`config.mk`:
```
export PLATFORM = sky130hd
export DESIGN_NAME = cld_queue
export DESIGN_NICKNAME = d
export VERILOG_FILES = /design/src/sv/cld_pkg.sv /design/src/sv/cld_queue.sv
export SDC_FILE = /design/constraint.sdc
export NUM_CORES = 1
export LEC_CHECK = 0
export BUFFER_PORTS_ARGS = -buffer_cell sky130_fd_sc_hd__buf_2
export CAP_MARGIN = 5
export CORE_UTILIZATION = 47
export CTS_BUF_LIST = sky130_fd_sc_hd__clkbuf_4 sky130_fd_sc_hd__clkbuf_8 sky130_fd_sc_hd__clkbuf_16
export DETAILED_ROUTE_END_ITERATION = 7
export PLACE_DENSITY = 0.82
export RECOVER_POWER = 100
export REMOVE_ABC_BUFFERS = 1
export SETUP_SLACK_MARGIN = 0.4
export SLEW_MARGIN = 20
export SYNTH_ARGS = -nofsm -noshare
export SYNTH_HDL_FRONTEND = slang
export SYNTH_SLANG_ARGS = --single-unit
```
`constraint.sdc`:
```
create_clock -name clk -period 10.8 [get_ports clk]
set_input_delay 0.54 -clock clk [delete_from_list [all_inputs] [get_ports clk]]
set_output_delay 0.54 -clock clk [all_outputs]
set_load 0.02 [all_outputs]
```
`src/sv/cld_pkg.sv`:
```
// Package with the types, constants and helper functions of the current limit derate unit.
`default_nettype none
package cld_pkg;

	// Factor value that means no derate, in 0.001 units.
	localparam logic [9:0] FACTOR_NONE = 10'd1000;
	// Reciprocal of 1000 scaled by 2**36, exact for every product below 2**26.
	localparam logic [26:0] SCALE_RECIP = 27'd68719477;
	// Shift that goes with the reciprocal.
	localparam int SCALE_SHIFT = 36;
	// Number of quotient bits, and so of pipeline stages, in the divider.
	localparam int DIV_STAGES = 16;

	// Configuration register indexes.
	typedef enum logic [2:0] {
		CFG_VLOW_START  = 3'd0,
		CFG_VLOW_END    = 3'd1,
		CFG_VHIGH_START = 3'd2,
		CFG_VHIGH_END   = 3'd3,
		CFG_THIGH_START = 3'd4,
		CFG_THIGH_END   = 3'd5,
		CFG_FLOOR       = 3'd6,
		CFG_CHARGE_MODE = 3'd7
	} cfg_idx_t;

	// Which part of a ramp an input value falls on.
	typedef enum logic [1:0] {
		RSEL_LO  = 2'd0,
		RSEL_HI  = 2'd1,
		RSEL_MID = 2'd2
	} rsel_t;

	// One input item.
	typedef struct packed {
		logic [15:0]        min_cell_mv;
		logic [15:0]        max_cell_mv;
		logic signed [15:0] max_temp_dc;
		logic [15:0]        discharge_table_da;
		logic [15:0]        regen_table_da;
		logic [15:0]        charge_table_da;
	} item_t;

	// One result item.
	typedef struct packed {
		logic [9:0]  discharge_factor;
		logic [9:0]  charge_side_factor;
		logic [15:0] discharge_final_da;
		logic [15:0] regen_final_da;
		logic [15:0] charge_final_da;
		logic        vlow_active;
		logic        vhigh_active;
		logic        thigh_active;
		logic        mode_out;
	} result_t;

	// Configuration register file.
	typedef struct packed {
		logic [15:0] vlow_start_mv;
		logic [15:0] vlow_end_mv;
		logic [15:0] vhigh_start_mv;
		logic [15:0] vhigh_end_mv;
		logic [10:0] thigh_start_dc;
		logic [10:0] thigh_end_dc;
		logic [9:0]  derate_floor;
		logic        charge_mode;
	} cfg_t;

	// A classified ramp before the multiply.
	typedef struct packed {
		rsel_t       sel;
		logic        down;
		logic [9:0]  yl;
		logic [9:0]  yh;
		logic [9:0]  dy;
		logic [15:0] dx;
		logic [15:0] span;
	} ramp_t;

	// What the back part needs of a ramp besides its quotient.
	typedef struct packed {
		rsel_t      sel;
		logic       down;
		logic [9:0] yl;
		logic [9:0] yh;
	} ramp_sb_t;

	// A ramp as it waits in the queue.
	typedef struct packed {
		ramp_sb_t    sb;
		logic [25:0] prod;
		logic [15:0] span;
	} qramp_t;

	// One queue entry.
	typedef struct packed {
		qramp_t      r_vlow;
		qramp_t      r_vhigh;
		qramp_t      r_temp;
		logic [15:0] discharge_table_da;
		logic [15:0] regen_table_da;
		logic [15:0] charge_table_da;
		logic        mode;
	} qent_t;

	// Sideband that travels beside the ramp dividers.
	typedef struct packed {
		ramp_sb_t    r_vlow;
		ramp_sb_t    r_vhigh;
		ramp_sb_t    r_temp;
		logic [15:0] discharge_table_da;
		logic [15:0] regen_table_da;
		logic [15:0] charge_table_da;
		logic        mode;
	} sb1_t;

	// Sideband that travels beside the limit scaling.
	typedef struct packed {
		logic [9:0] k_dis;
		logic [9:0] k_chg;
		logic       vlow_active;
		logic       vhigh_active;
		logic       thigh_active;
		logic       mode;
	} sb2_t;

	// Classify x against the breakpoints (xl, yl) and (xh, yh).
	function automatic ramp_t ramp_prep(input logic [15:0] x, input logic [15:0] xl,
			input logic [9:0] yl, input logic [15:0] xh, input logic [9:0] yh);
		ramp_t r;
		r.yl   = yl;
		r.yh   = yh;
		r.down = (yh < yl);
		r.dy   = r.down ? (yl - yh) : (yh - yl);
		r.dx   = x - xl;
		r.span = xh - xl;
		if (x <= xl) begin
			r.sel = RSEL_LO;
		end else if (x >= xh) begin
			r.sel = RSEL_HI;
		end else begin
			r.sel = RSEL_MID;
		end
		return r;
	endfunction

	// Pick the ramp's value once the interpolation quotient is known.
	function automatic logic [9:0] ramp_finish(input ramp_sb_t s, input logic [9:0] q);
		logic [9:0] k;
		case (s.sel)
			RSEL_LO:  k = s.yl;
			RSEL_HI:  k = s.yh;
			RSEL_MID: k = s.down ? (s.yl - q) : (s.yl + q);
			default:  k = s.yl;
		endcase
		return k;
	endfunction

endpackage
`default_nettype wire

```
`src/sv/cld_queue.sv`:
```
// Two-entry queue between the front and back parts.
`default_nettype none
module cld_queue (
	input  wire logic           clk,
	input  wire logic           arst_n,
	input  wire logic           push,
	input  wire cld_pkg::qent_t push_data,
	input  wire logic           pop,
	output logic                valid,
	output cld_pkg::qent_t      pop_data,
	output logic                full
);

	cld_pkg::qent_t mem_q [0:1];
	logic           wr_ptr_q;
	logic           rd_ptr_q;
	logic [1:0]     count_q;
	logic           do_push;
	logic           do_pop;

	assign valid   = (count_q != 2'd0);
	assign full    = (count_q == 2'd2);
	assign do_push = push && !full;
	assign do_pop  = pop && valid;

	// Entry storage.
	always_ff @(posedge clk) begin
		if (do_push) begin
			mem_q[wr_ptr_q] <= push_data;
		end
	end

	assign pop_data = mem_q[rd_ptr_q];

	// Pointers and fill count.
	always_ff @(posedge clk or negedge arst_n) begin
		if (!arst_n) begin
			wr_ptr_q <= 1'b0;
			rd_ptr_q <= 1'b0;
			count_q  <= 2'd0;
		end else begin
			if (do_push) begin
				wr_ptr_q <= !wr_ptr_q;
			end
			if (do_pop) begin
				rd_ptr_q <= !rd_ptr_q;
			end
			count_q <= count_q + 2'(do_push) - 2'(do_pop);
		end
	end

endmodule
`default_nettype wire

```
# Yosys cells after proc, flatten, opt, wreduce, memory -nomap -nowiden

Memory sizes are Yosys's and may differ from the RTL's.
Index checks and enable logic that the tools add are counted.

Register bits: 4
Bits in writable memories: 488
Output and inout port bits: 246
Memories kept: 1

Add/subtract/negate cells: 2
Equality and inequality tests: 1
Muxes and demuxes: 2
Reduce and logical (&&, ||, !) cells: 6

Memories:

| memory | words | width | rd ports | clocked after Yosys merged registers in | wr ports | RTL line        | source |
|---|---|---|---|---|---|---|---|
| mem_q  | 2     | 244   | 1        | 0                                       | 1        | cld_queue.sv:14 | `cld_pkg::qent_t mem_q [0:1];` |

Operator list:

| operator             | count |
|---|---|
| $logic_not A1 Y1     | 3 |
| $add A2 B1 Y2        | 1 |
| $eq A2 B2 Y1 const B | 1 |
| $logic_and A1 B1 Y1  | 2 |
| $mux W1              | 2 |
| $reduce_bool A2 Y1   | 1 |
| $sub A2 B1 Y2        | 1 |

# Longest topological paths before layout

Word-level depth: 5
Mapped depth: 7
Mapped depth without buffers: 7

# Least setup slack after synthesis

OpenSTA, ideal clock, no wires.

Path kind: input port to flip-flop
From: input port push
To: memory mem_q[0][0] in the netlist's numbering (enable)
Library setup time: 0.853 ns
Arrival: 10.742 ns
Data required time: 9.947 ns
Setup slack: -0.795 ns
Cell stages on the path: 2
Buffers on the path: 0
Cells stage by stage: nand2_1 -> nor2_1

Word-level cells in the longest chain between the ends: 3

RTL lines:

| item                          | RTL line        | source |
|---|---|---|
| start: declaration            | cld_queue.sv:6  | `input wire logic push,` |
| $logic_and A1 B1 Y1           | cld_queue.sv:23 | `assign do_push = push && !full;` |
| $mux W1                       | cld_queue.sv:28 | `if (do_push) begin` |
| $mux W1 (implied by the code) | cld_queue.sv:29 | `mem_q[wr_ptr_q] <= push_data;` |
| end: declaration              | cld_queue.sv:14 |  |

Every way passes these cells.

# Worst setup path in the final report

From: register count_q[0]
To: memory mem_q[0][182] in the netlist's numbering (enable)

Word-level cells in the longest chain between the ends: 5

RTL lines:

| item                          | RTL line        | source |
|---|---|---|
| start: declaration            | cld_queue.sv:17 | `logic [1:0] count_q;` |
| start signal: assignment      | cld_queue.sv:48 | `count_q <= count_q + 2'(do_push) - 2'(do_pop);` |
| $eq A2 B2 Y1                  | cld_queue.sv:22 | `assign full = (count_q == 2'd2);` |
| $logic_not A1 Y1              | cld_queue.sv:23 |  |
| $logic_and A1 B1 Y1           | cld_queue.sv:23 |  |
| $mux W1                       | cld_queue.sv:28 |  |
| $mux W1 (implied by the code) | cld_queue.sv:29 |  |

Every way passes these cells.

==> qor.txt <==
=============================================================================
Outcome                                                          finished with violations
Violated checks                                                  max-capacitance violations, max-slew violations
Vias after detailed routing                                              9297
Placement Setup Slack                                                 7020 ps
Relative slew slack                                                     -1.82
Die footprint                                                      0.0391 mm2
Depth of the worst hold-timing path                                         1
IO Count                                                                  494
Cts hold-fix bufs                                                           1
Slew Limit Fails                                                          486
PostCTS Resize Cnt                                                          0
IO Port Bufs                                                              493
Most frequent cell after synthesis                                   edfxtp_1
Final hold violations                                                       0
Cell types with the highest counts after synthesis               edfxtp_1, mux2_2, mux2_4
DRC violation count after routing                                           0
Class of the worst hold path                                        in -> reg
Switch share                                                            0.329
Initial cell density of the core                                        0.478
Clock-pin transition on the worst setup and hold timing paths           60 ps
Internal portion of total power                                       4.30 mW
Placeable core region                                              0.0377 mm2
Core Rows                                                                  71
Top sig layer                                                            met5
#FFs+latches synth                                                        492
Average footprint of a synthesized cell                              23.2 um2
Tightest hold margin                                                   162 ps
Finish-stage setup viols                                                    0
Final critical path time including I/O delays and setup               6630 ps
Clock network power share                                               0.259
Area leader, netlist                                                 edfxtp_1
Critical Path Sink Type                                              register
Length in cells of the worst reg-to-reg path                                5
Hold-critical path endpoint                                      mem_q[1][152]
Number of sinks on the clock net                                          492
Number of DRC markers in iteration 0                                      387
DP HPWL                                                              26100 um
Cells after synthesis                                                     777
Cell at the root of the clock tree                                  clkbuf_16
Total power divided by cell area                                   291 mW/mm2
TritonCTS clock tree                                                     done
Initial antenna violation count                                             9
Number of distinct library cells after synthesis                           17
Vert. Die Dim                                                          198 um
Avg Vias per Cell                                                        5.00
Total Neg Setup Slack                                                    0 ps
Max capacitance violation total                                             8
Total CTS buffers                                                          48
Worst setup SP type                                                  register
Main flop type after synthesis                                       edfxtp_1
Clock network latency to the later pin of the worst-skew pair          560 ps
Worst R2R End                                                    mem_q[0][182]
Number of warnings issued by yosys                                          0
Routed wirelength normalized by instance count                        20.5 um
Worst path max stage delay                                            2770 ps
Least setup slack across all paths after layout                       4170 ps
Share of post-route cells with drive strength above 1                   0.347
Area Overhead vs Synth                                                  22.5%
Static Leakage                                                        7.58 nW
Number of global-route vias before repair                                9662
Overflow left after global routing                                          0
Setup Buffers After CTS                                                     0
Power dissipated by switching net loads                               2.11 mW
Met1 Wirelength                                                      13600 um
Netlist Area Pre-Place                                             0.0180 mm2
Total length of routed wires                                         38100 um
HP Start                                                         push_data[152]
Largest driver fanout on the critical path                                 66
Net total in the final layout                                            1554
Critical Path, Cell by Cell                                      nand2b_1 -> nand2_1 -> nor2_4 -> clkbuf_1 -> clkbuf_1
Die width                                                              198 um
Critical path data required time                                     10880 ps
Share of total power in combinational logic                             0.304
Wire length of the first global-routing pass                         53400 um
Flop2flop setup slack                                                 4170 ps
F_max                                                                 151 MHz
Dominant cells by area after synthesis                           edfxtp_1, mux2_2, mux2_4
Post-synth ARST share                                                 0.00813
Cell Count Post-Placement                                                1764
Number of enable flip-flop cells after synthesis                          488
Fin crit share                                                          0.614
Share of synthesized area occupied by flip-flops and latches            0.820
Slowest stage cell on the critical path                              clkbuf_1
Met2 wire len                                                        19800 um
Non-Filler Instances                                                     1859
Length of routed met3 wiring                                          3380 um
RSZ-0062 raised after global routing                                       no
Maximum number of pins on one net before global-route repair               78
Area share of the leading cell type in the synthesized netlist          0.815
Buffer levels on the longest clock path                                     3
Source of the worst register-to-register timing path               count_q[0]
Placer congestion estimate                                              0.810
Data arrival time of the critical path                                6710 ps
Most common cell type on the critical path                           clkbuf_1
Worst voltage drop across the vdd grid                             0.000211 V
CP Class                                                           reg -> reg
Power share of the sequential group                                     0.437
Remaining antenna violation count                                           0
Final worst clock skew                                                12.0 ps
Drt first pass iters                                                        4
Overall global routing resource usage                                   0.185
Transition time at the pin with the least slew margin                 4220 ps
# H-tree levels                                                             2
=============================================================================
-- critical path: cells and delay by family (launching register included) --
family,cells,cell delay (ps)
and+or+nand+nor,3,400
buffers and inverters,2,5260
DFF,1,360
-- per-stage QoR --
stage / area (um2) / power, mW / utilization
6_report: 22000 / 6.41 / 0.585
4_1_cts: 22600 / 6.60 / 0.600
5_1_grt: 22000 / 6.66 / 0.585
2_1_floorplan: 17800 / 4.51 / -
3_5_place_dp: 21000 / 4.93 / 0.557
3_3_place_gp: 21000 / 4.88 / 0.557
-- layout make-up --
cell class	count	area, um2
Clock inverter	26	270
Clock buffer	62	1320
Tap cell	511	639
Timing Repair Buffer	504	2170
Inverter	2	7.51
Multi-Input combinational cell	256	2860
Antenna cell	6	15.0
Fill cell	2995	15600
Sequential cell	492	14800
-- registers in the layout (all words and copies together) (netlist names) --
register,flops
count_q,2
mem_q,488
rd_ptr_q,1
wr_ptr_q,1
-- layout by cell type (no fill, tap or decap) --
master,n
buf_6,1
ha_1,2
buf_2,201
buf_1,2
dfrtp_1,4
xnor2_1,3
buf_4,3
inv_8,2
dlygate4sd3_1,1
inv_1,2
inv_6,3
mux2_4,3
clkbuf_1,296
edfxtp_1,488
bufinv_16,5
and3_1,1
or2_2,1
xor2_1,1
clkbuf_4,13
nand2b_1,1
nor2_4,1
nand2_1,1
clkinv_2,9
and2_0,1
mux2_1,66
clkbuf_16,49
clkinv_1,7
diode_2,6
mux2_2,175
-- power by group through the flow --
stage	clock network, mW	registers [mW]	logic (mW)
global placement	0	2.78	2.10
finish	1.66	2.80	1.95
detailed placement	0	2.81	2.13
CTS	1.70	2.77	2.14
floorplan	0	3.00	1.51
global route	1.76	2.84	2.06
-- worst max path at each step --
stage | start | to | slack, ps | cells after the start
6_report | count_q[0] | mem_q[0][182] | 4170 | 5
5_1_grt | count_q[0] | mem_q[0][196] | 3720 | 5
2_1_floorplan | push | mem_q[0][0] | -790 | 2
3_5_place_dp | rd_ptr_q | pop_data[147] | 7020 | 4
3_3_place_gp | rd_ptr_q | pop_data[56] | 7090 | 4
4_1_cts | rd_ptr_q | pop_data[147] | 6390 | 4
-- routing by layer --
metal	vias to the layer above	global-route usage
met4	6	0.0907
met1	4615	0.199
met5	-	0
met3	90	0.0611
li1	4178	-
met2	408	0.327
-- cell families after synthesis --
kind of cell	Yosys count	synth area share
flip-flops	492	0.820
multiplexers	244	0.163
buffers and inverters	29	0.0115
AND/OR/NAND/NOR	6	0.00181
XOR/XNOR	4	0.00195
adder cells (fa/ha/maj)	2	0.00139
Note: power is estimated with default switching activity, not from simulation.
