[config.mk]
export PLATFORM = sky130hd
export DESIGN_NAME = cld_front
export DESIGN_NICKNAME = d
export VERILOG_FILES = /design/src/sv/cld_pkg.sv /design/src/sv/cld_front.sv
export SDC_FILE = /design/constraint.sdc
export NUM_CORES = 2
export LEC_CHECK = 0
export BUFFER_PORTS_ARGS = -buffer_cell sky130_fd_sc_hd__buf_4
export CORE_ASPECT_RATIO = 1.25
export CORE_UTILIZATION = 65
export DETAILED_ROUTE_END_ITERATION = 12
export MAX_ROUTING_LAYER = met4
export PLACE_DENSITY = 0.86
export SYNTH_ARGS = -nofsm -noshare
export SYNTH_HDL_FRONTEND = slang
export SYNTH_SLANG_ARGS = --single-unit
[constraint.sdc]
create_clock -name clk -period 12.8 [get_ports clk]
set_input_delay 0.64 -clock clk [delete_from_list [all_inputs] [get_ports clk]]
set_output_delay 0.64 -clock clk [all_outputs]
set_load 0.05 [all_outputs]
[src/sv/cld_pkg.sv]
// Package with the types, constants and helper functions of the current limit derate unit.
`default_nettype none
package cld_pkg;

	// Factor value that means no derate, in 0.001 units.
	localparam logic [9:0] FACTOR_NONE = 10'd1000;
	// Reciprocal of 1000 scaled by 2**36, exact for every product below 2**26.
	localparam logic [26:0] SCALE_RECIP = 27'd68719477;
	// Shift that goes with the reciprocal.
	localparam int SCALE_SHIFT = 36;
	// Number of quotient bits, and so of pipeline stages, in the divider.
	localparam int DIV_STAGES = 16;

	// Configuration register indexes.
	typedef enum logic [2:0] {
		CFG_VLOW_START  = 3'd0,
		CFG_VLOW_END    = 3'd1,
		CFG_VHIGH_START = 3'd2,
		CFG_VHIGH_END   = 3'd3,
		CFG_THIGH_START = 3'd4,
		CFG_THIGH_END   = 3'd5,
		CFG_FLOOR       = 3'd6,
		CFG_CHARGE_MODE = 3'd7
	} cfg_idx_t;

	// Which part of a ramp an input value falls on.
	typedef enum logic [1:0] {
		RSEL_LO  = 2'd0,
		RSEL_HI  = 2'd1,
		RSEL_MID = 2'd2
	} rsel_t;

	// One input item.
	typedef struct packed {
		logic [15:0]        min_cell_mv;
		logic [15:0]        max_cell_mv;
		logic signed [15:0] max_temp_dc;
		logic [15:0]        discharge_table_da;
		logic [15:0]        regen_table_da;
		logic [15:0]        charge_table_da;
	} item_t;

	// One result item.
	typedef struct packed {
		logic [9:0]  discharge_factor;
		logic [9:0]  charge_side_factor;
		logic [15:0] discharge_final_da;
		logic [15:0] regen_final_da;
		logic [15:0] charge_final_da;
		logic        vlow_active;
		logic        vhigh_active;
		logic        thigh_active;
		logic        mode_out;
	} result_t;

	// Configuration register file.
	typedef struct packed {
		logic [15:0] vlow_start_mv;
		logic [15:0] vlow_end_mv;
		logic [15:0] vhigh_start_mv;
		logic [15:0] vhigh_end_mv;
		logic [10:0] thigh_start_dc;
		logic [10:0] thigh_end_dc;
		logic [9:0]  derate_floor;
		logic        charge_mode;
	} cfg_t;

	// A classified ramp before the multiply.
	typedef struct packed {
		rsel_t       sel;
		logic        down;
		logic [9:0]  yl;
		logic [9:0]  yh;
		logic [9:0]  dy;
		logic [15:0] dx;
		logic [15:0] span;
	} ramp_t;

	// What the back part needs of a ramp besides its quotient.
	typedef struct packed {
		rsel_t      sel;
		logic       down;
		logic [9:0] yl;
		logic [9:0] yh;
	} ramp_sb_t;

	// A ramp as it waits in the queue.
	typedef struct packed {
		ramp_sb_t    sb;
		logic [25:0] prod;
		logic [15:0] span;
	} qramp_t;

	// One queue entry.
	typedef struct packed {
		qramp_t      r_vlow;
		qramp_t      r_vhigh;
		qramp_t      r_temp;
		logic [15:0] discharge_table_da;
		logic [15:0] regen_table_da;
		logic [15:0] charge_table_da;
		logic        mode;
	} qent_t;

	// Sideband that travels beside the ramp dividers.
	typedef struct packed {
		ramp_sb_t    r_vlow;
		ramp_sb_t    r_vhigh;
		ramp_sb_t    r_temp;
		logic [15:0] discharge_table_da;
		logic [15:0] regen_table_da;
		logic [15:0] charge_table_da;
		logic        mode;
	} sb1_t;

	// Sideband that travels beside the limit scaling.
	typedef struct packed {
		logic [9:0] k_dis;
		logic [9:0] k_chg;
		logic       vlow_active;
		logic       vhigh_active;
		logic       thigh_active;
		logic       mode;
	} sb2_t;

	// Classify x against the breakpoints (xl, yl) and (xh, yh).
	function automatic ramp_t ramp_prep(input logic [15:0] x, input logic [15:0] xl,
			input logic [9:0] yl, input logic [15:0] xh, input logic [9:0] yh);
		ramp_t r;
		r.yl   = yl;
		r.yh   = yh;
		r.down = (yh < yl);
		r.dy   = r.down ? (yl - yh) : (yh - yl);
		r.dx   = x - xl;
		r.span = xh - xl;
		if (x <= xl) begin
			r.sel = RSEL_LO;
		end else if (x >= xh) begin
			r.sel = RSEL_HI;
		end else begin
			r.sel = RSEL_MID;
		end
		return r;
	endfunction

	// Pick the ramp's value once the interpolation quotient is known.
	function automatic logic [9:0] ramp_finish(input ramp_sb_t s, input logic [9:0] q);
		logic [9:0] k;
		case (s.sel)
			RSEL_LO:  k = s.yl;
			RSEL_HI:  k = s.yh;
			RSEL_MID: k = s.down ? (s.yl - q) : (s.yl + q);
			default:  k = s.yl;
		endcase
		return k;
	endfunction

endpackage
`default_nettype wire

[src/sv/cld_front.sv]
// Front part: configuration registers, item accept, ramp classification and multiply.
`default_nettype none
module cld_front (
	input  wire logic           clk,
	input  wire logic           arst_n,
	input  wire logic           start,
	input  wire logic           busy,
	input  wire cld_pkg::item_t item,
	input  wire logic           cfg_we,
	input  wire logic [2:0]     cfg_index,
	input  wire logic [15:0]    cfg_data,
	output logic                push,
	output cld_pkg::qent_t      push_data
);

	cld_pkg::cfg_t  cfg_q;
	logic [9:0]     fl;
	logic [15:0]    temp_x;
	logic           accept;
	logic           v_s1;
	cld_pkg::ramp_t r_vlow_s1;
	cld_pkg::ramp_t r_vhigh_s1;
	cld_pkg::ramp_t r_temp_s1;
	cld_pkg::item_t item_s1;
	logic           mode_s1;
	logic           v_s2;
	cld_pkg::qent_t q_s2;

	// Configuration writes.
	always_ff @(posedge clk or negedge arst_n) begin
		if (!arst_n) begin
			cfg_q.vlow_start_mv  <= 16'd3300;
			cfg_q.vlow_end_mv    <= 16'd3000;
			cfg_q.vhigh_start_mv <= 16'd4100;
			cfg_q.vhigh_end_mv   <= 16'd4200;
			cfg_q.thigh_start_dc <= 11'd450;
			cfg_q.thigh_end_dc   <= 11'd600;
			cfg_q.derate_floor   <= 10'd100;
			cfg_q.charge_mode    <= 1'b0;
		end else if (cfg_we) begin
			case (cld_pkg::cfg_idx_t'(cfg_index))
				cld_pkg::CFG_VLOW_START:  cfg_q.vlow_start_mv  <= cfg_data;
				cld_pkg::CFG_VLOW_END:    cfg_q.vlow_end_mv    <= cfg_data;
				cld_pkg::CFG_VHIGH_START: cfg_q.vhigh_start_mv <= cfg_data;
				cld_pkg::CFG_VHIGH_END:   cfg_q.vhigh_end_mv   <= cfg_data;
				cld_pkg::CFG_THIGH_START: cfg_q.thigh_start_dc <= cfg_data[10:0];
				cld_pkg::CFG_THIGH_END:   cfg_q.thigh_end_dc   <= cfg_data[10:0];
				cld_pkg::CFG_FLOOR:       cfg_q.derate_floor   <= cfg_data[9:0];
				cld_pkg::CFG_CHARGE_MODE: cfg_q.charge_mode    <= cfg_data[0];
				default: ;
			endcase
		end
	end

	// Floors above full scale count as full scale.
	assign fl = (cfg_q.derate_floor > cld_pkg::FACTOR_NONE) ? cld_pkg::FACTOR_NONE
		: cfg_q.derate_floor;

	// A temperature at or below zero maps to zero, which is never above the start point.
	assign temp_x = (item.max_temp_dc[15] || (item.max_temp_dc == 16'sd0)) ? 16'd0
		: item.max_temp_dc;

	assign accept = start && !busy;

	// Stage one classifies each ramp.
	always_ff @(posedge clk or negedge arst_n) begin
		if (!arst_n) begin
			v_s1 <= 1'b0;
		end else begin
			v_s1 <= accept;
		end
	end

	always_ff @(posedge clk) begin
		r_vlow_s1  <= cld_pkg::ramp_prep(item.min_cell_mv, cfg_q.vlow_end_mv, fl,
			cfg_q.vlow_start_mv, cld_pkg::FACTOR_NONE);
		r_vhigh_s1 <= cld_pkg::ramp_prep(item.max_cell_mv, cfg_q.vhigh_start_mv,
			cld_pkg::FACTOR_NONE, cfg_q.vhigh_end_mv, fl);
		r_temp_s1  <= cld_pkg::ramp_prep(temp_x, 16'(cfg_q.thigh_start_dc),
			cld_pkg::FACTOR_NONE, 16'(cfg_q.thigh_end_dc), fl);
		item_s1    <= item;
		mode_s1    <= cfg_q.charge_mode;
	end

	// Stage two forms the ramp products.
	always_ff @(posedge clk or negedge arst_n) begin
		if (!arst_n) begin
			v_s2 <= 1'b0;
		end else begin
			v_s2 <= v_s1;
		end
	end

	always_ff @(posedge clk) begin
		q_s2.r_vlow.sb  <= '{r_vlow_s1.sel, r_vlow_s1.down, r_vlow_s1.yl, r_vlow_s1.yh};
		q_s2.r_vlow.prod <= 26'(r_vlow_s1.dy) * 26'(r_vlow_s1.dx);
		q_s2.r_vlow.span <= r_vlow_s1.span;
		q_s2.r_vhigh.sb <= '{r_vhigh_s1.sel, r_vhigh_s1.down, r_vhigh_s1.yl, r_vhigh_s1.yh};
		q_s2.r_vhigh.prod <= 26'(r_vhigh_s1.dy) * 26'(r_vhigh_s1.dx);
		q_s2.r_vhigh.span <= r_vhigh_s1.span;
		q_s2.r_temp.sb  <= '{r_temp_s1.sel, r_temp_s1.down, r_temp_s1.yl, r_temp_s1.yh};
		q_s2.r_temp.prod <= 26'(r_temp_s1.dy) * 26'(r_temp_s1.dx);
		q_s2.r_temp.span <= r_temp_s1.span;
		q_s2.discharge_table_da <= item_s1.discharge_table_da;
		q_s2.regen_table_da     <= item_s1.regen_table_da;
		q_s2.charge_table_da    <= item_s1.charge_table_da;
		q_s2.mode               <= mode_s1;
	end

	assign push      = v_s2;
	assign push_data = q_s2;

endmodule
`default_nettype wire

* After elaboration in Yosys (flattened, before gate mapping)
Cells that the tools add are included.
** Operators by class
- Mux-type cells :: 7
- Multipliers :: 3
- Equality and inequality tests :: 7
- $add $sub $neg :: 8
- Reduce and logical (&&, ||, !) cells :: 13
- Order comparisons :: 9
** Operators with widths (count)
- $mul 10x16->26 :: 3
- $sub 16x16->16 :: 4
- $ge 16x16->1 :: 2
- $le 16x16->1 :: 2
- $mux 10 :: 3
- $ge 16x11->1 :: 1
- $le 16x11->1 :: 1
- $logic_not 16->1 :: 1
- $mux 16 :: 1
- $reduce_and 2->1 :: 8
- $sub 16x11->16 :: 1
- $eq 3x3->1 const B :: 4
- $sub 11x11->12 :: 1
- $gt 10x10->1 const B :: 1
- $lt 10x10->1 const A :: 1
- $lt 10x10->1 const B :: 1
- $sub 10x10->10 const A :: 1
- $sub 10x10->10 const B :: 1
- $eq 3x2->1 const B :: 2
- $mux 2 :: 3
- $eq 3x1->1 const B :: 1
- $logic_not 3->1 :: 1
- $logic_and 1x1->1 :: 1
- $logic_not 1->1 :: 1
- $logic_or 1x1->1 :: 1
** Word-level totals
- Output and inout bits :: 245
- Register bits after elaboration :: 467
- Logic and storage cells :: 91

* Logic depth before layout (Yosys ltp)
- Depth after elaboration :: 5
- Depth in mapped cells :: 21
- Gate-level depth less buffers :: 20

* Worst setup path before layout
Ideal clock, no wire load.
- Kind :: register -> register
- Start :: register r_temp_s1[33] (netlist name)
- End :: register q_s2 (netlist bit push_data[88])
- Slack :: 7551 ps
- Arrival time :: 5125 ps
- Clock period less this slack :: 5249 ps
- Cell stages (with the launch flop) :: 22
- Buffers on the path :: 1
- Cells stage by stage :: dfxtp_1 clkbuf_1 nand2_1 fa_1 inv_1 fa_1 inv_1 fa_1 inv_1 fa_1 inv_1 fa_1 inv_1 ha_1 a21oi_1 o22a_1 o311a_1 o31ai_2 nor2_1 o31ai_1 a221oi_1 xnor2_1
** On the way
- Cells in the longest elaborated chain, start to end :: 1
** Ends and longest elaborated chain
- start: declaration :: RTL line cld_front.sv:23 : cld_pkg::ramp_t r_temp_s1;
- start signal: assignment :: RTL line cld_front.sv:79 : r_temp_s1 <= cld_pkg::ramp_prep(temp_x, 16'(cfg_q.thigh_start_dc),
- $mul 10x16->26 :: RTL line cld_front.sv:102 : q_s2.r_temp.prod <= 26'(r_temp_s1.dy) * 26'(r_temp_s1.dx);
- end: declaration :: RTL line cld_front.sv:27 : cld_pkg::qent_t q_s2;
No other way between the ends.
A chain may end at the register's enable or synchronous reset.

==> flow_metrics.py <==
metrics = {
    "outcome": {
        "status": "complete, no violations",
    },
    "route": {
        "drt-total-wl_um": 74700,
        "first_pass_iters": 5,
        "via_per_inst": 5.46,
        "met1Wirelength_um": 28900,
        "wl_per_cell_um": 17.6,
        "drc": 0,
        "top_layer": "met4",
        "final_antenna_net_count": 0,
        "wl_met2_um": 37300,
        "drt_iter0_drc": 1177,
        "wl_met3_um": 4510,
        "dr_total_vias": 23200,
    },
    "worst_setup_path": {
        "setup.worst_path.start_class": "register",
        "reg2reg_from": "r_temp_s1[36]$_DFF_P_",
        "path_max_fanout": 32,
        "cp.depth": 18,
        "r2r_setup_slack_ns": 6.64,
        "critPathMaxStageDelay_ns": 1.00,
        "cp_cell_sequence": "nand2_1 -> fa_1 -> fa_1 -> inv_1 -> fa_1 -> fa_1 -> inv_1 -> fa_1 -> inv_1 -> ha_1 -> a2111oi_0 -> o21ai_0 -> o22a_1 -> o21ai_1 -> nand3_1 -> a31o_2 -> a21oi_1 -> xnor2_1",
        "path_buf_inv": 3,
        "cp_slowest_cell": "dfxtp_1",
        "reg2regPathDepth": 18,
        "cp.required_ns": 13.31,
        "critical_path_class": "register to register",
        "cp_common_cell": "fa_1",
        "crit_arrival_ns": 6.67,
        "critical-path-top-delay-family": "adder cells",
        "reg2reg_to": "push_data[154]$_DFF_P_",
        "critPathCaptureType": "register",
        "cp-startpoint": "r_temp_s1[36]$_DFF_P_",
    },
    "layout": {
        "final_cell_mix": "inv_1, nand2_1, dfxtp_1",
        "nFillCells": 3353,
        "final_cells": 4248,
        "final_common_cell": "inv_1",
        "final_nets": 4334,
        "n_antenna_cell": 0,
        "final_util": 0.753,
        "drive_gt1_frac": 0.145,
        "area_growth_pct": 13.7,
    },
    "floorplan": {
        "core_area_mm2": 0.0485,
        "start_util": 0.663,
        "std_cell_rows": 90,
        "die_area_mm2": 0.0504,
        "boundaryPins": 365,
        "die_x_um": 201,
        "die_h_um": 251,
    },
    "timing": {
        "rsz0062_at_grt": "no",
        "setup_viol": 0,
        "fmax_mhz": 162,
        "fin_worst_skew_ns": 0.0296,
        "worst_pin_slew_ns": 1.06,
        "period_minus_slack_ns": 6.16,
        "slew-limit-headroom": 0.293,
        "whs_ns": 0.136,
        "hold_violations": 0,
        "drv_slew": 0,
        "layout_worst_path_cycle_share": 0.481,
        "final.setup.tns_ns": 0,
    },
    "placement": {
        "portBuffers": 334,
        "gp_congestion": 0.950,
        "dp_hpwl_um": 58100,
        "post-place-cells": 4159,
    },
    "cts": {
        "clock_latency_ns": 0.61,
        "clockRootBuffer": "clkbuf_16",
        "path_clk_slew_ns": 0.06,
        "clock_path_buffers": 3,
        "cts.htree.levels": 2,
        "cts_made_buffers": 47,
        "cts_resized": 0,
        "clock_sinks": 465,
        "cts_tree": "done",
    },
    "logic_synthesis": {
        "syn_avg_cell_area_um2": 9.71,
        "ys_ff_latch": 465,
        "synth_edf_count": 0,
        "synth-seq-area-share": 0.306,
        "synth_warnings": 0,
        "synth_top_flop_cell": "dfxtp_1",
        "synthCells": 3312,
        "synth-async-reset-ratio": 0.213,
        "syn_area_mm2": 0.0322,
        "ys_types": 76,
    },
    "global_routing": {
        "grt_pass1_vias": 24300,
        "grt_usage": 0.311,
        "overflow": 0,
        "grt_max_degree": 70,
        "antenna_found_initial": 0,
        "grt_first_pass_wirelength_um": 121000,
    },
    "worst_hold_path": {
        "min_path_type": "primary input to register",
        "min_to": "item_s1[22]$_DFF_P_",
        "min_from": "item[22]",
        "whs_path_depth": 1,
    },
    "job": {
        "drv_cap": 0,
    },
}
layout make-up:
type | instances | area [µm²] | share of cell area
Multi-Input combinational cell | 2194 | 19700 | 0.538
Clock buffer | 69 | 1430 | 0.0392
Tap cell | 644 | 806 | 0.0220
Sequential cell | 465 | 9840 | 0.269
Clock inverter | 19 | 288 | 0.00787
Inverter | 512 | 1920 | 0.0526
Timing Repair Buffer | 345 | 2590 | 0.0709
how the worst max path moves through the flow:
stage,endpoint,slack (ns)
after floorplan,push_data[88]$_DFF_P_,7.55
after global placement,push_data[154]$_DFF_P_,6.87
after detailed placement,push_data[154]$_DFF_P_,6.76
after CTS,push_data[154]$_DFF_P_,6.70
after global routing,push_data[154]$_DFF_P_,6.45
final,push_data[154]$_DFF_P_,6.64
registers in the layout, indices dropped and copies added, names as in the netlist:
signal      count
mode_s1         1
r_temp_s1      50
cfg_q          97
r_vlow_s1      44
r_vhigh_s1     34
v_s1            1
item_s1        48
push            1
push_data     189
metrics by stage:
step           setup WS (ns)  area, µm²
2_1_floorplan           7.55      32300
3_3_place_gp            6.87      34800
3_5_place_dp            6.76      34800
4_1_cts                 6.70      36600
5_1_grt                 6.45      36600
6_report                6.64      36600
synthesized netlist by cell type, types with 5 or more instances:
| cell type | instances | share of area |
|---|---|---|
| mux2i_1 | 6 | 0.0019 |
| dfrtp_1 | 69 | 0.054 |
| dfstp_2 | 30 | 0.025 |
| xnor2_1 | 97 | 0.026 |
| ha_1 | 313 | 0.12 |
| buf_4 | 55 | 0.013 |
| xor2_1 | 37 | 0.010 |
| a211oi_1 | 8 | 0.0019 |
| o21bai_1 | 12 | 0.0028 |
| a31oi_1 | 9 | 0.0018 |
| o21ai_1 | 11 | 0.0017 |
| dfxtp_1 | 366 | 0.23 |
| o21a_1 | 27 | 0.0063 |
| nor2_1 | 89 | 0.010 |
| a21oi_1 | 110 | 0.017 |
| nand4_1 | 18 | 0.0035 |
| nand3_1 | 21 | 0.0033 |
| a21o_1 | 53 | 0.012 |
| o31ai_1 | 8 | 0.0019 |
| nor3b_1 | 5 | 0.0012 |
| o211ai_1 | 13 | 0.0030 |
| nand2b_1 | 11 | 0.0021 |
| and2_1 | 242 | 0.047 |
| a221oi_1 | 6 | 0.0016 |
| inv_1 | 512 | 0.060 |
| nor4_1 | 6 | 0.0012 |
| mux2_2 | 41 | 0.014 |
| nor2b_1 | 36 | 0.0070 |
| nand2_1 | 395 | 0.046 |
| a2111oi_0 | 7 | 0.0019 |
| clkbuf_1 | 114 | 0.013 |
| o21ai_0 | 122 | 0.019 |
| nor3_1 | 33 | 0.0051 |
| or2_2 | 5 | 0.00097 |
| and4_1 | 6 | 0.0016 |
| fa_1 | 336 | 0.21 |
| and3_1 | 8 | 0.0016 |
worst reg2reg max path: stages (launching register included):
cell	delay, ns
dfxtp_1	1.00
nand2_1	0.22
fa_1	0.56
fa_1	0.55
inv_1	0.06
fa_1	0.45
fa_1	0.51
inv_1	0.05
fa_1	0.47
inv_1	0.04
ha_1	0.34
a2111oi_0	0.44
o21ai_0	0.17
o22a_1	0.22
o21ai_1	0.24
nand3_1	0.15
a31o_2	0.25
a21oi_1	0.18
xnor2_1	0.14
cell families (layout without fill, tap and decap cells):
| logic type | Yosys count | after routing | share of synthesized area |
|---|---|---|---|
| multiplexers | 47 | 47 | 0.0162 |
| AND/OR/NAND/NOR | 889 | 889 | 0.134 |
| buffers and inverters | 681 | 945 | 0.0859 |
| XOR/XNOR | 134 | 134 | 0.0365 |
| other | 2 | 30 | 0.000233 |
| adder cells (fa/ha/maj) | 649 | 649 | 0.331 |
| AO/OA/AOI/OAI | 445 | 445 | 0.0899 |
| flip-flops | 465 | 465 | 0.306 |
what timing repair did:
| item | 4_1_cts | 5_1_grt |
|---|---|---|
| buffers inserted | 0 | 0 |
| endpoints found under the hold margin | 22 | 0 |
| hold buffers | 1 | 0 |
routing by layer:
layer / up-vias / GRT usage
met5: - / -
met1: 11300 / 0.353
li1: 10900 / -
met2: 806 / 0.529
met4: 0 / 0.154
met3: 179 / 0.0528
Power is left out: the tool's default activity adds up to more than one toggle a clock period on the data nets, which glitch-free logic cannot reach.
